File: src/rtl/acwp_pkg.sv
// ============================================================================
// acwp_pkg
// Shared types and constants for the aspect crop window placer.
// ============================================================================
package acwp_pkg;

    // Configuration port index width (four registers)
    localparam int CFG_IDX_W = 2;

    // Configuration register map
    typedef enum logic [CFG_IDX_W-1:0] {
        CFG_FRAME_WIDTH  = 2'd0,
        CFG_FRAME_HEIGHT = 2'd1,
        CFG_RATIO_WIDTH  = 2'd2,
        CFG_RATIO_HEIGHT = 2'd3
    } cfg_idx_t;

    // Candidate lower corners tried on each axis, in evaluation order
    typedef enum logic [1:0] {
        CAND_ZERO   = 2'd0,
        CAND_CENTER = 2'd1,
        CAND_BELOW  = 2'd2,
        CAND_FAR    = 2'd3
    } cand_t;

endpackage

File: src/rtl/acwp_req_if.sv
// ============================================================================
// acwp_req_if
// Request channel: focus point beat with valid/ready handshake.
// ============================================================================
interface acwp_req_if #(
    parameter int W = 16
);
    logic         valid;
    logic         ready;
    logic [W-1:0] focus_x;
    logic [W-1:0] focus_y;

    modport source (output valid, output focus_x, output focus_y, input ready);
    modport sink   (input valid, input focus_x, input focus_y, output ready);
endinterface

File: src/rtl/acwp_rsp_if.sv
// ============================================================================
// acwp_rsp_if
// Response channel: window corners and no-fit flag with valid/ready handshake.
// ============================================================================
interface acwp_rsp_if #(
    parameter int W = 16
);
    logic         valid;
    logic         ready;
    logic [W-1:0] left_x;
    logic [W-1:0] bottom_y;
    logic [W-1:0] right_x;
    logic [W-1:0] top_y;
    logic         no_fit;

    modport source (
        output valid, output left_x, output bottom_y, output right_x,
        output top_y, output no_fit, input ready
    );
    modport sink (
        input valid, input left_x, input bottom_y, input right_x,
        input top_y, input no_fit, output ready
    );
endinterface

File: src/rtl/acwp_div.sv
// ============================================================================
// acwp_div
// Restoring unsigned divider, one quotient bit per cycle.
// ============================================================================
module acwp_div
    import acwp_pkg::*;
#(
    parameter int W = 16
) (
    input  logic         clk,
    input  logic         rst_n,
    input  logic         start,
    input  logic [W-1:0] num,
    input  logic [W-1:0] den,
    output logic         done,
    output logic [W-1:0] quo
);
    localparam int CNT_W = $clog2(W + 1);

    logic             busy_reg;
    logic             done_reg;
    logic [CNT_W-1:0] cnt_reg;
    logic [W-1:0]     rem_reg;
    logic [W-1:0]     quo_reg;
    logic [W-1:0]     den_reg;

    logic [W:0] shifted;
    logic [W:0] den_ext;
    logic [W:0] diff;
    logic       fits;

    // trial subtract of the divisor from the partial remainder
    assign shifted = {rem_reg, quo_reg[W-1]};
    assign den_ext = {1'b0, den_reg};
    assign fits    = (shifted >= den_ext);
    assign diff    = shifted - den_ext;

    always_ff @(posedge clk or negedge rst_n)
    begin
        if (!rst_n)
        begin
            busy_reg <= 1'b0;
            done_reg <= 1'b0;
            cnt_reg  <= '0;
            rem_reg  <= '0;
            quo_reg  <= '0;
            den_reg  <= '0;
        end
        else
        begin
            done_reg <= 1'b0;
            if (start)
            begin
                busy_reg <= 1'b1;
                cnt_reg  <= CNT_W'(W);
                rem_reg  <= '0;
                quo_reg  <= num;
                den_reg  <= den;
            end
            else if (busy_reg)
            begin
                rem_reg <= fits ? diff[W-1:0] : shifted[W-1:0];
                quo_reg <= {quo_reg[W-2:0], fits};
                cnt_reg <= cnt_reg - CNT_W'(1);
                if (cnt_reg == CNT_W'(1))
                begin
                    busy_reg <= 1'b0;
                    done_reg <= 1'b1;
                end
            end
        end
    end

    assign done = done_reg;
    assign quo  = quo_reg;

endmodule

File: src/rtl/acwp_pick.sv
// ============================================================================
// acwp_pick
// Axis placement unit: walks the four candidate lower corners of one axis,
// one per cycle, and keeps the valid one nearest the focus (ties: smaller).
// ============================================================================
module acwp_pick
    import acwp_pkg::*;
#(
    parameter int W = 16
) (
    input  logic         clk,
    input  logic         rst_n,
    input  logic         start,
    input  logic [W-1:0] extent,
    input  logic [W-1:0] size,
    input  logic [W-1:0] focus,
    output logic         done,
    output logic [W-1:0] pos
);
    localparam int CW = W + 4;
    localparam logic signed [CW-1:0] ONE_S = CW'(1);

    logic                 busy_reg;
    logic                 done_reg;
    logic                 have_reg;
    cand_t                idx_reg;
    logic signed [CW-1:0] best_d_reg;
    logic [W-1:0]         best_c_reg;

    logic signed [CW-1:0] e_s;
    logic signed [CW-1:0] s_s;
    logic signed [CW-1:0] f_s;
    logic signed [CW-1:0] half_s;
    logic signed [CW-1:0] cand;
    logic signed [CW-1:0] diff;
    logic signed [CW-1:0] gap;
    logic                 cand_ok;
    logic                 take;

    assign e_s    = $signed({4'b0, extent});
    assign s_s    = $signed({4'b0, size});
    assign f_s    = $signed({4'b0, focus});
    assign half_s = $signed({5'b0, size[W-1:1]});

    // candidate corner for the current step
    always_comb
    begin
        case (idx_reg)
            CAND_ZERO:   cand = '0;
            CAND_CENTER: cand = f_s - half_s;
            CAND_BELOW:  cand = f_s - half_s - ONE_S;
            CAND_FAR:    cand = e_s - s_s;
            default:     cand = '0;
        endcase
    end

    // in-frame check and doubled center distance
    assign cand_ok = !cand[CW-1] && ((cand + s_s) <= e_s);
    assign diff    = (f_s <<< 1) - (cand <<< 1) - s_s;
    assign gap     = diff[CW-1] ? -diff : diff;
    assign take    = busy_reg && cand_ok &&
                     (!have_reg || (gap < best_d_reg) ||
                      ((gap == best_d_reg) && (cand[W-1:0] < best_c_reg)));

    always_ff @(posedge clk or negedge rst_n)
    begin
        if (!rst_n)
        begin
            busy_reg   <= 1'b0;
            done_reg   <= 1'b0;
            have_reg   <= 1'b0;
            idx_reg    <= CAND_ZERO;
            best_d_reg <= '0;
            best_c_reg <= '0;
        end
        else
        begin
            done_reg <= 1'b0;
            if (start)
            begin
                busy_reg <= 1'b1;
                have_reg <= 1'b0;
                idx_reg  <= CAND_ZERO;
            end
            else if (busy_reg)
            begin
                if (take)
                begin
                    have_reg   <= 1'b1;
                    best_d_reg <= gap;
                    best_c_reg <= cand[W-1:0];
                end
                if (idx_reg == CAND_FAR)
                begin
                    busy_reg <= 1'b0;
                    done_reg <= 1'b1;
                end
                else
                begin
                    idx_reg <= cand_t'(idx_reg + 2'd1);
                end
            end
        end
    end

    assign done = done_reg;
    assign pos  = best_c_reg;

endmodule

File: src/rtl/aspect_crop_window_placer_core.sv
// ============================================================================
// aspect_crop_window_placer_core
// Places the largest window of the configured aspect ratio inside the frame,
// centered as near the requested focus point as the frame edges allow.
// ============================================================================
// One request is worked at a time; the request channel is ready only while
// the sequencer is idle. The binary gcd of the ratio terms runs first, then
// the shared bit-serial divider runs four divides (ratio reduction and the
// two scale quotients), followed by two multiplies, two axis placement
// passes and the output load, which waits for the output register to drain.
// A zero ratio term goes straight from the request beat to the output load
// with no_fit set; a ratio that does not fit the frame skips the multiplies
// and placement. The finished result sits in an output register, so the
// next request is taken while it waits to be drained. Configuration
// registers reset to 1 and must be written only while the block is idle.
// ============================================================================
module aspect_crop_window_placer_core
    import acwp_pkg::*;
#(
    parameter int COORD_BITS = 16
) (
    input  logic                  clk,
    input  logic                  rst_n,
    input  logic                  cfg_we,
    input  logic [CFG_IDX_W-1:0]  cfg_index,
    input  logic [COORD_BITS-1:0] cfg_data,
    acwp_req_if.sink              req,
    acwp_rsp_if.source            rsp
);
    localparam int W     = COORD_BITS;
    localparam int SFT_W = $clog2(W + 1);

    typedef enum logic [3:0] {
        S_IDLE,
        S_GCD,
        S_DIV_RA,
        S_DIV_RB,
        S_DIV_KY,
        S_DIV_KX,
        S_MUL_X,
        S_MUL_Y,
        S_PICK_X,
        S_PICK_Y,
        S_DONE
    } state_t;

    state_t state_reg;

    // configuration registers
    logic [W-1:0] frame_w_reg;
    logic [W-1:0] frame_h_reg;
    logic [W-1:0] ratio_w_reg;
    logic [W-1:0] ratio_h_reg;

    // working registers
    logic [W-1:0]     fx_reg;
    logic [W-1:0]     fy_reg;
    logic [W-1:0]     u_reg;
    logic [W-1:0]     v_reg;
    logic [SFT_W-1:0] shift_reg;
    logic [W-1:0]     g_reg;
    logic [W-1:0]     ra_reg;
    logic [W-1:0]     rb_reg;
    logic [W-1:0]     ky_reg;
    logic [W-1:0]     k_reg;
    logic [W-1:0]     dx_reg;
    logic [W-1:0]     dy_reg;
    logic [W-1:0]     p_reg;
    logic             nofit_reg;

    // shared unit launch
    logic         div_go_reg;
    logic [W-1:0] div_num_reg;
    logic [W-1:0] div_den_reg;
    logic         pick_go_reg;
    logic [W-1:0] pick_e_reg;
    logic [W-1:0] pick_s_reg;
    logic [W-1:0] pick_f_reg;

    // output register
    logic         rsp_valid_reg;
    logic [W-1:0] left_reg;
    logic [W-1:0] bottom_reg;
    logic [W-1:0] right_reg;
    logic [W-1:0] top_reg;
    logic         rsp_nofit_reg;

    logic         div_done;
    logic [W-1:0] div_quo;
    logic         pick_done;
    logic [W-1:0] pick_pos;
    logic [W-1:0] k_min;
    logic [W-1:0] mul_a;
    logic [2*W-1:0] prod;
    logic [W-1:0] gcd_val;
    logic         out_free;

    // ------------------------------------------------------------------
    // Configuration writes
    always_ff @(posedge clk or negedge rst_n)
    begin
        if (!rst_n)
        begin
            frame_w_reg <= W'(1);
            frame_h_reg <= W'(1);
            ratio_w_reg <= W'(1);
            ratio_h_reg <= W'(1);
        end
        else if (cfg_we)
        begin
            case (cfg_idx_t'(cfg_index))
                CFG_FRAME_WIDTH:  frame_w_reg <= cfg_data;
                CFG_FRAME_HEIGHT: frame_h_reg <= cfg_data;
                CFG_RATIO_WIDTH:  ratio_w_reg <= cfg_data;
                CFG_RATIO_HEIGHT: ratio_h_reg <= cfg_data;
                default:          ;
            endcase
        end
    end

    // ------------------------------------------------------------------
    // Shared units
    acwp_div #(.W(W)) u_div (
        .clk   (clk),
        .rst_n (rst_n),
        .start (div_go_reg),
        .num   (div_num_reg),
        .den   (div_den_reg),
        .done  (div_done),
        .quo   (div_quo)
    );

    acwp_pick #(.W(W)) u_pick (
        .clk    (clk),
        .rst_n  (rst_n),
        .start  (pick_go_reg),
        .extent (pick_e_reg),
        .size   (pick_s_reg),
        .focus  (pick_f_reg),
        .done   (pick_done),
        .pos    (pick_pos)
    );

    // window size multiplier, shared by both axes
    assign mul_a = (state_reg == S_MUL_X) ? ra_reg : rb_reg;
    assign prod  = {{W{1'b0}}, mul_a} * {{W{1'b0}}, k_reg};

    assign k_min    = (ky_reg < div_quo) ? ky_reg : div_quo;
    assign gcd_val  = u_reg << shift_reg;
    assign out_free = !rsp_valid_reg || rsp.ready;

    // ------------------------------------------------------------------
    // Sequencer
    always_ff @(posedge clk or negedge rst_n)
    begin
        if (!rst_n)
        begin
            state_reg     <= S_IDLE;
            div_go_reg    <= 1'b0;
            pick_go_reg   <= 1'b0;
            rsp_valid_reg <= 1'b0;
            fx_reg        <= '0;
            fy_reg        <= '0;
            u_reg         <= '0;
            v_reg         <= '0;
            shift_reg     <= '0;
            g_reg         <= '0;
            ra_reg        <= '0;
            rb_reg        <= '0;
            ky_reg        <= '0;
            k_reg         <= '0;
            dx_reg        <= '0;
            dy_reg        <= '0;
            p_reg         <= '0;
            nofit_reg     <= 1'b0;
            div_num_reg   <= '0;
            div_den_reg   <= '0;
            pick_e_reg    <= '0;
            pick_s_reg    <= '0;
            pick_f_reg    <= '0;
            left_reg      <= '0;
            bottom_reg    <= '0;
            right_reg     <= '0;
            top_reg       <= '0;
            rsp_nofit_reg <= 1'b0;
        end
        else
        begin
            div_go_reg  <= 1'b0;
            pick_go_reg <= 1'b0;
            // drained beat; S_DONE reloads the register itself
            if (rsp_valid_reg && rsp.ready && (state_reg != S_DONE))
            begin
                rsp_valid_reg <= 1'b0;
            end

            case (state_reg)
                S_IDLE:
                begin
                    if (req.valid)
                    begin
                        fx_reg    <= req.focus_x;
                        fy_reg    <= req.focus_y;
                        u_reg     <= ratio_w_reg;
                        v_reg     <= ratio_h_reg;
                        shift_reg <= '0;
                        if ((ratio_w_reg == '0) || (ratio_h_reg == '0))
                        begin
                            nofit_reg <= 1'b1;
                            state_reg <= S_DONE;
                        end
                        else
                        begin
                            state_reg <= S_GCD;
                        end
                    end
                end

                // binary gcd: one shift or halved subtract per cycle
                S_GCD:
                begin
                    if (u_reg == v_reg)
                    begin
                        g_reg       <= gcd_val;
                        div_num_reg <= ratio_w_reg;
                        div_den_reg <= gcd_val;
                        div_go_reg  <= 1'b1;
                        state_reg   <= S_DIV_RA;
                    end
                    else if (!u_reg[0] && !v_reg[0])
                    begin
                        u_reg     <= u_reg >> 1;
                        v_reg     <= v_reg >> 1;
                        shift_reg <= shift_reg + SFT_W'(1);
                    end
                    else if (!u_reg[0])
                    begin
                        u_reg <= u_reg >> 1;
                    end
                    else if (!v_reg[0])
                    begin
                        v_reg <= v_reg >> 1;
                    end
                    else if (u_reg > v_reg)
                    begin
                        u_reg <= (u_reg - v_reg) >> 1;
                    end
                    else
                    begin
                        v_reg <= (v_reg - u_reg) >> 1;
                    end
                end

                // reduced ratio terms, then the two scale quotients
                S_DIV_RA:
                begin
                    if (div_done)
                    begin
                        ra_reg      <= div_quo;
                        div_num_reg <= ratio_h_reg;
                        div_den_reg <= g_reg;
                        div_go_reg  <= 1'b1;
                        state_reg   <= S_DIV_RB;
                    end
                end

                S_DIV_RB:
                begin
                    if (div_done)
                    begin
                        rb_reg      <= div_quo;
                        div_num_reg <= frame_h_reg;
                        div_den_reg <= div_quo;
                        div_go_reg  <= 1'b1;
                        state_reg   <= S_DIV_KY;
                    end
                end

                S_DIV_KY:
                begin
                    if (div_done)
                    begin
                        ky_reg      <= div_quo;
                        div_num_reg <= frame_w_reg;
                        div_den_reg <= ra_reg;
                        div_go_reg  <= 1'b1;
                        state_reg   <= S_DIV_KX;
                    end
                end

                S_DIV_KX:
                begin
                    if (div_done)
                    begin
                        k_reg <= k_min;
                        if (k_min == '0)
                        begin
                            nofit_reg <= 1'b1;
                            state_reg <= S_DONE;
                        end
                        else
                        begin
                            state_reg <= S_MUL_X;
                        end
                    end
                end

                // window size; fits the frame so the low half is exact
                S_MUL_X:
                begin
                    dx_reg    <= prod[W-1:0];
                    state_reg <= S_MUL_Y;
                end

                S_MUL_Y:
                begin
                    dy_reg      <= prod[W-1:0];
                    pick_e_reg  <= frame_w_reg;
                    pick_s_reg  <= dx_reg;
                    pick_f_reg  <= fx_reg;
                    pick_go_reg <= 1'b1;
                    state_reg   <= S_PICK_X;
                end

                // axes are independent: best x, then best y
                S_PICK_X:
                begin
                    if (pick_done)
                    begin
                        p_reg       <= pick_pos;
                        pick_e_reg  <= frame_h_reg;
                        pick_s_reg  <= dy_reg;
                        pick_f_reg  <= fy_reg;
                        pick_go_reg <= 1'b1;
                        state_reg   <= S_PICK_Y;
                    end
                end

                S_PICK_Y:
                begin
                    if (pick_done)
                    begin
                        nofit_reg <= 1'b0;
                        state_reg <= S_DONE;
                    end
                end

                // load output register once the previous beat has drained
                S_DONE:
                begin
                    if (out_free)
                    begin
                        rsp_valid_reg <= 1'b1;
                        rsp_nofit_reg <= nofit_reg;
                        if (nofit_reg)
                        begin
                            left_reg   <= '0;
                            bottom_reg <= '0;
                            right_reg  <= '0;
                            top_reg    <= '0;
                        end
                        else
                        begin
                            left_reg   <= p_reg;
                            bottom_reg <= pick_pos;
                            right_reg  <= p_reg + dx_reg;
                            top_reg    <= pick_pos + dy_reg;
                        end
                        nofit_reg <= 1'b0;
                        state_reg <= S_IDLE;
                    end
                end

                default:
                begin
                    state_reg <= S_IDLE;
                end
            endcase
        end
    end

    // ------------------------------------------------------------------
    // Channel drive
    assign req.ready    = (state_reg == S_IDLE);
    assign rsp.valid    = rsp_valid_reg;
    assign rsp.left_x   = left_reg;
    assign rsp.bottom_y = bottom_reg;
    assign rsp.right_x  = right_reg;
    assign rsp.top_y    = top_reg;
    assign rsp.no_fit   = rsp_nofit_reg;

endmodule
File: src/flat_wrapper.sv
// flat-port wrapper written by rule: the top's interface ports become plain ports
module aspect_crop_window_placer_core_flat import acwp_pkg::*;
#(
    parameter int COORD_BITS = 16
)
  (clk, rst_n, cfg_we, cfg_index, cfg_data, req_valid, req_focus_x, req_focus_y, req_ready, rsp_valid, rsp_left_x, rsp_bottom_y, rsp_right_x, rsp_top_y, rsp_no_fit, rsp_ready);
  acwp_req_if req_i ();
  acwp_rsp_if rsp_i ();
  input  logic clk;
  input  logic rst_n;
  input  logic cfg_we;
  input  logic [CFG_IDX_W-1:0] cfg_index;
  input  logic [COORD_BITS-1:0] cfg_data;
  input wire logic [$bits(req_i.valid)-1:0] req_valid;
  input wire logic [$bits(req_i.focus_x)-1:0] req_focus_x;
  input wire logic [$bits(req_i.focus_y)-1:0] req_focus_y;
  output wire logic [$bits(req_i.ready)-1:0] req_ready;
  output wire logic [$bits(rsp_i.valid)-1:0] rsp_valid;
  output wire logic [$bits(rsp_i.left_x)-1:0] rsp_left_x;
  output wire logic [$bits(rsp_i.bottom_y)-1:0] rsp_bottom_y;
  output wire logic [$bits(rsp_i.right_x)-1:0] rsp_right_x;
  output wire logic [$bits(rsp_i.top_y)-1:0] rsp_top_y;
  output wire logic [$bits(rsp_i.no_fit)-1:0] rsp_no_fit;
  input wire logic [$bits(rsp_i.ready)-1:0] rsp_ready;
  assign req_i.valid = req_valid;
  assign req_i.focus_x = req_focus_x;
  assign req_i.focus_y = req_focus_y;
  assign req_ready = req_i.ready;
  assign rsp_valid = rsp_i.valid;
  assign rsp_left_x = rsp_i.left_x;
  assign rsp_bottom_y = rsp_i.bottom_y;
  assign rsp_right_x = rsp_i.right_x;
  assign rsp_top_y = rsp_i.top_y;
  assign rsp_no_fit = rsp_i.no_fit;
  assign rsp_i.ready = rsp_ready;
  aspect_crop_window_placer_core #(.COORD_BITS(COORD_BITS)) u_core (.clk(clk), .rst_n(rst_n), .cfg_we(cfg_we), .cfg_index(cfg_index), .cfg_data(cfg_data), .req(req_i), .rsp(rsp_i));
endmodule
File: config.mk
export PLATFORM = sky130hd
export DESIGN_NAME = aspect_crop_window_placer_core_flat
export DESIGN_NICKNAME = d
export VERILOG_FILES = /design/src/rtl/acwp_pkg.sv /design/src/rtl/acwp_req_if.sv /design/src/rtl/acwp_rsp_if.sv /design/src/rtl/acwp_div.sv /design/src/rtl/acwp_pick.sv /design/src/rtl/aspect_crop_window_placer_core.sv /design/src/flat_wrapper.sv
export SDC_FILE = /design/constraint.sdc
export NUM_CORES = 2
export LEC_CHECK = 0
export BUFFER_PORTS_ARGS = -buffer_cell sky130_fd_sc_hd__buf_2
export CORE_UTILIZATION = 45
export CTS_BUF_LIST = sky130_fd_sc_hd__clkbuf_8
export DETAILED_ROUTE_END_ITERATION = 6
export SETUP_SLACK_MARGIN = 0.5
export SKIP_CTS_REPAIR_TIMING = 1
export SLEW_MARGIN = 25
export SYNTH_ARGS = -nofsm -noshare
export SYNTH_HDL_FRONTEND = slang
export SYNTH_SLANG_ARGS = --single-unit
File: constraint.sdc
create_clock -name clk -period 19.38 [get_ports clk]
set_clock_uncertainty 0.15 [all_clocks]
set_input_delay 1.938 -clock clk [delete_from_list [all_inputs] [get_ports clk]]
set_output_delay 1.938 -clock clk [all_outputs]
set_load 0.02 [all_outputs]
==> impl_metrics.toml <==
[route]
wl_per_cell_microns = 19.8
first_pass_iters = 7
vias = 28049
viasPerCell = 5.58
finalWirelength_microns = 99300
drc = 3
drt_iter0_drc = 2071
ant_nets = 0

[clocking]
cts.sinks = 510
cts_tree = "yes"
numCtsBuffers = 91
cts-root-buf = "clkbuf_8"
clkLatencyLatePin_ns = 0.72
clk_pin_slew_worst_paths_ns = 0.06
clock_path_buffers = 3
htree_levels = 3

[floorplanning]
ios = 122
num_rows = 102
core-area_sq_mm = 0.0775
dieArea_sq_mm = 0.0795
die_w_microns = 282
die_height_microns = 282
initial_core_util = 0.455

[critical_path]
start_kind = "register"
worst-path-max-fanout = 20
cpPeakStageDelay_ns = 0.63
timing.rr.start = "u_core.pick_s_reg[1]"
cp_top_family = "simple AND/OR/NAND/NOR gates"
crit_top_cell = "xnor2_1"
slowest_stage = "nor3b_2"
cp.arrival_ns = 10.93
critPathBufInv = 4
crit_required_ns = 19.81
critical_path_class = "reg -> reg"
critPathLaunch = "u_core.pick_s_reg[1]"
endpoint_kind = "register"

[logic_synthesis]
synth_mux_area_frac = 0.0720
postSynthAreaPerCell_sq_um = 9.16
ys_warn_count = 0
async_flop_share = 1.00
synth_ff_type = "dfrtp_1"
synth_adder_area_share = 0.156
synthCells = 3850
synth_nets = 4282
synthTopCellsByArea = "dfrtp_1 (36%), ha_1 (9.7%), nand2_1 (6.2%)"
synth_compound_area_frac = 0.166
synth_area_leader_cell = "dfrtp_1"
synthXorXnorAreaFrac = 0.0455
yosys.cell_types.count = 76
syn_area_sq_mm = 0.0353
ys_ff_latch = 510
synth_edf_count = 0
synth-simple-area-share = 0.143
ys_seq_area_frac = 0.362
netlist.area_leader.share = 0.359
synth_top_family_by_area = "compound AO/OA/AOI/OAI gates"

[timing]
finalCritPeriodShare = 0.542
final_hold_viol_count = 0
drv_slew = 0
rsz0062_at_grt = "no"
whs_ns = 0.319
tightestPinTransition_ns = 1.05
fmax_ghz = 0.0952
setup_viol = 0
layout_min_cycle_time_ns = 10.50
fin_tns_setup_ns = 0
slew_headroom = 0.297

[placement]
dpl.hpwl_microns = 73300
dp_cells = 4861
place_congestion = 0.951
port_buffers = 121

[cells_and_area]
final_cell_mix = "nand2_1 (576), dfrtp_1 (504), inv_1 (362), o21ai_0 (339), ha_1 (274)"
nets = 4346
layout_commonest_cell = "nand2_1"
drive_gt1_frac = 0.107
largest_reg_flops = 20
syn2layout_area_growth_pct = 9.59
instances_no_fill = 5023

[job]
max_cap_viol_count = 0

[worst_hold_path]
min_path_type = "reg -> reg"
hp-start = "u_core.rsp.bottom_y[9]"

[outcome]
violations = "DRC"
status = "finished with violations"

[pwr]
powerDensity_mw_per_mm2 = 57.7
combPwrFrac = 0.034
vdd_drop_max_uv = 41.4
switching_share = 0.248
p_total_mw = 2.23
p_seq_frac = 0.504
p_switching_mw = 0.551
p_clk_frac = 0.462
leakage_nw = 18.4
p_int_mw = 1.68

[global_routing]
grt_antenna_before_repair = 3
grt_pass1_vias = 27330
grt_pass1_wl_microns = 157000
overflow = 0
grt_usage = 0.253
grt_max_degree = 105
[final cells by class]
type | count | area (sq um)
Inverter | 333 | 1250
Sequential cell | 510 | 12800
Clock buffer | 109 | 1500
Antenna cell | 2 | 5.00
Fill cell | 7436 | 38800
Timing Repair Buffer | 156 | 882
Multi-Input combinational cell | 2822 | 20600
Tap cell | 1040 | 1300
Clock inverter | 51 | 330
[path summary, 6_finish.rpt]
| check | to | slack, ns | cells after the start |
|---|---|---|---|
| max | u_core.u_pick.pos[0] | 8.88 | 40 |
| min | u_core.rsp.bottom_y[9] | 0.32 | 2 |
| min reg2reg | u_core.rsp.bottom_y[9] | 0.32 | 2 |
| min in group asynchronous | u_core.u_pick.best_d_reg[15] | 1.04 | 1 |
| max reg2reg | u_core.u_pick.pos[0] | 8.88 | 40 |
| max in group asynchronous | u_core.div_go_reg | 15.30 | 4 |
[power groups by stage]
stage	Clock [mW]	Combinational, mW	Sequential (mW)
final	1.03	0.0766	1.12
after global routing	1.10	0.0864	1.13
after CTS	1.05	0.0789	1.12
after detailed placement	0	0.0786	1.14
after global placement	0	0.0774	1.14
after floorplan	0	0.0372	1.13
[per-layer routing]
metal | global-route usage | vias up | wire [microns]
met5 | 0 | - | 0
met4 | 0.0612 | 0 | 2100
met3 | 0.0356 | 133 | 5080
met2 | 0.411 | 703 | 46100
met1 | 0.354 | 13675 | 46100
li1 | - | 13538 | -
[tightest hold or removal path: stages (launching register included)]
cell and delay (ns):
dfrtp_1 0.33, nand2_1 0.05, o31ai_1 0.05
[Yosys cell counts (all sizes together) (46+ instances only)]
| master | number |
|---|---|
| nand2 | 579 |
| a21oi | 128 |
| o21ai | 340 |
| clkbuf | 172 |
| and2 | 54 |
| mux2 | 119 |
| a31oi | 46 |
| nor2 | 183 |
| inv | 332 |
| xor2 | 60 |
| xnor2 | 123 |
| a21o | 65 |
| dfrtp | 506 |
| fa | 103 |
| nand2b | 51 |
| mux2i | 113 |
| ha | 274 |
[kinds of logic after synthesis]
| kind of cell | count (synthesis) |
|---|---|
| muxes | 235 |
| xor gates and xnor gates | 183 |
| adders and majority gates | 377 |
| DFF | 510 |
| and+or+nand+nor | 1120 |
| buffers and inverters | 518 |
| AOI/OAI and AO/OA | 907 |
[metrics by stage]
stage / setup slack (ns) / area [sq um] / utilization
floorplan: 10.48 / 35300 / -
global placement: 9.04 / 36800 / 0.475
detailed placement: 8.90 / 36800 / 0.475
CTS: 8.88 / 38600 / 0.499
global route: 8.17 / 38600 / 0.499
finish: 8.88 / 38600 / 0.499
(Power assumes the default switching activity.)
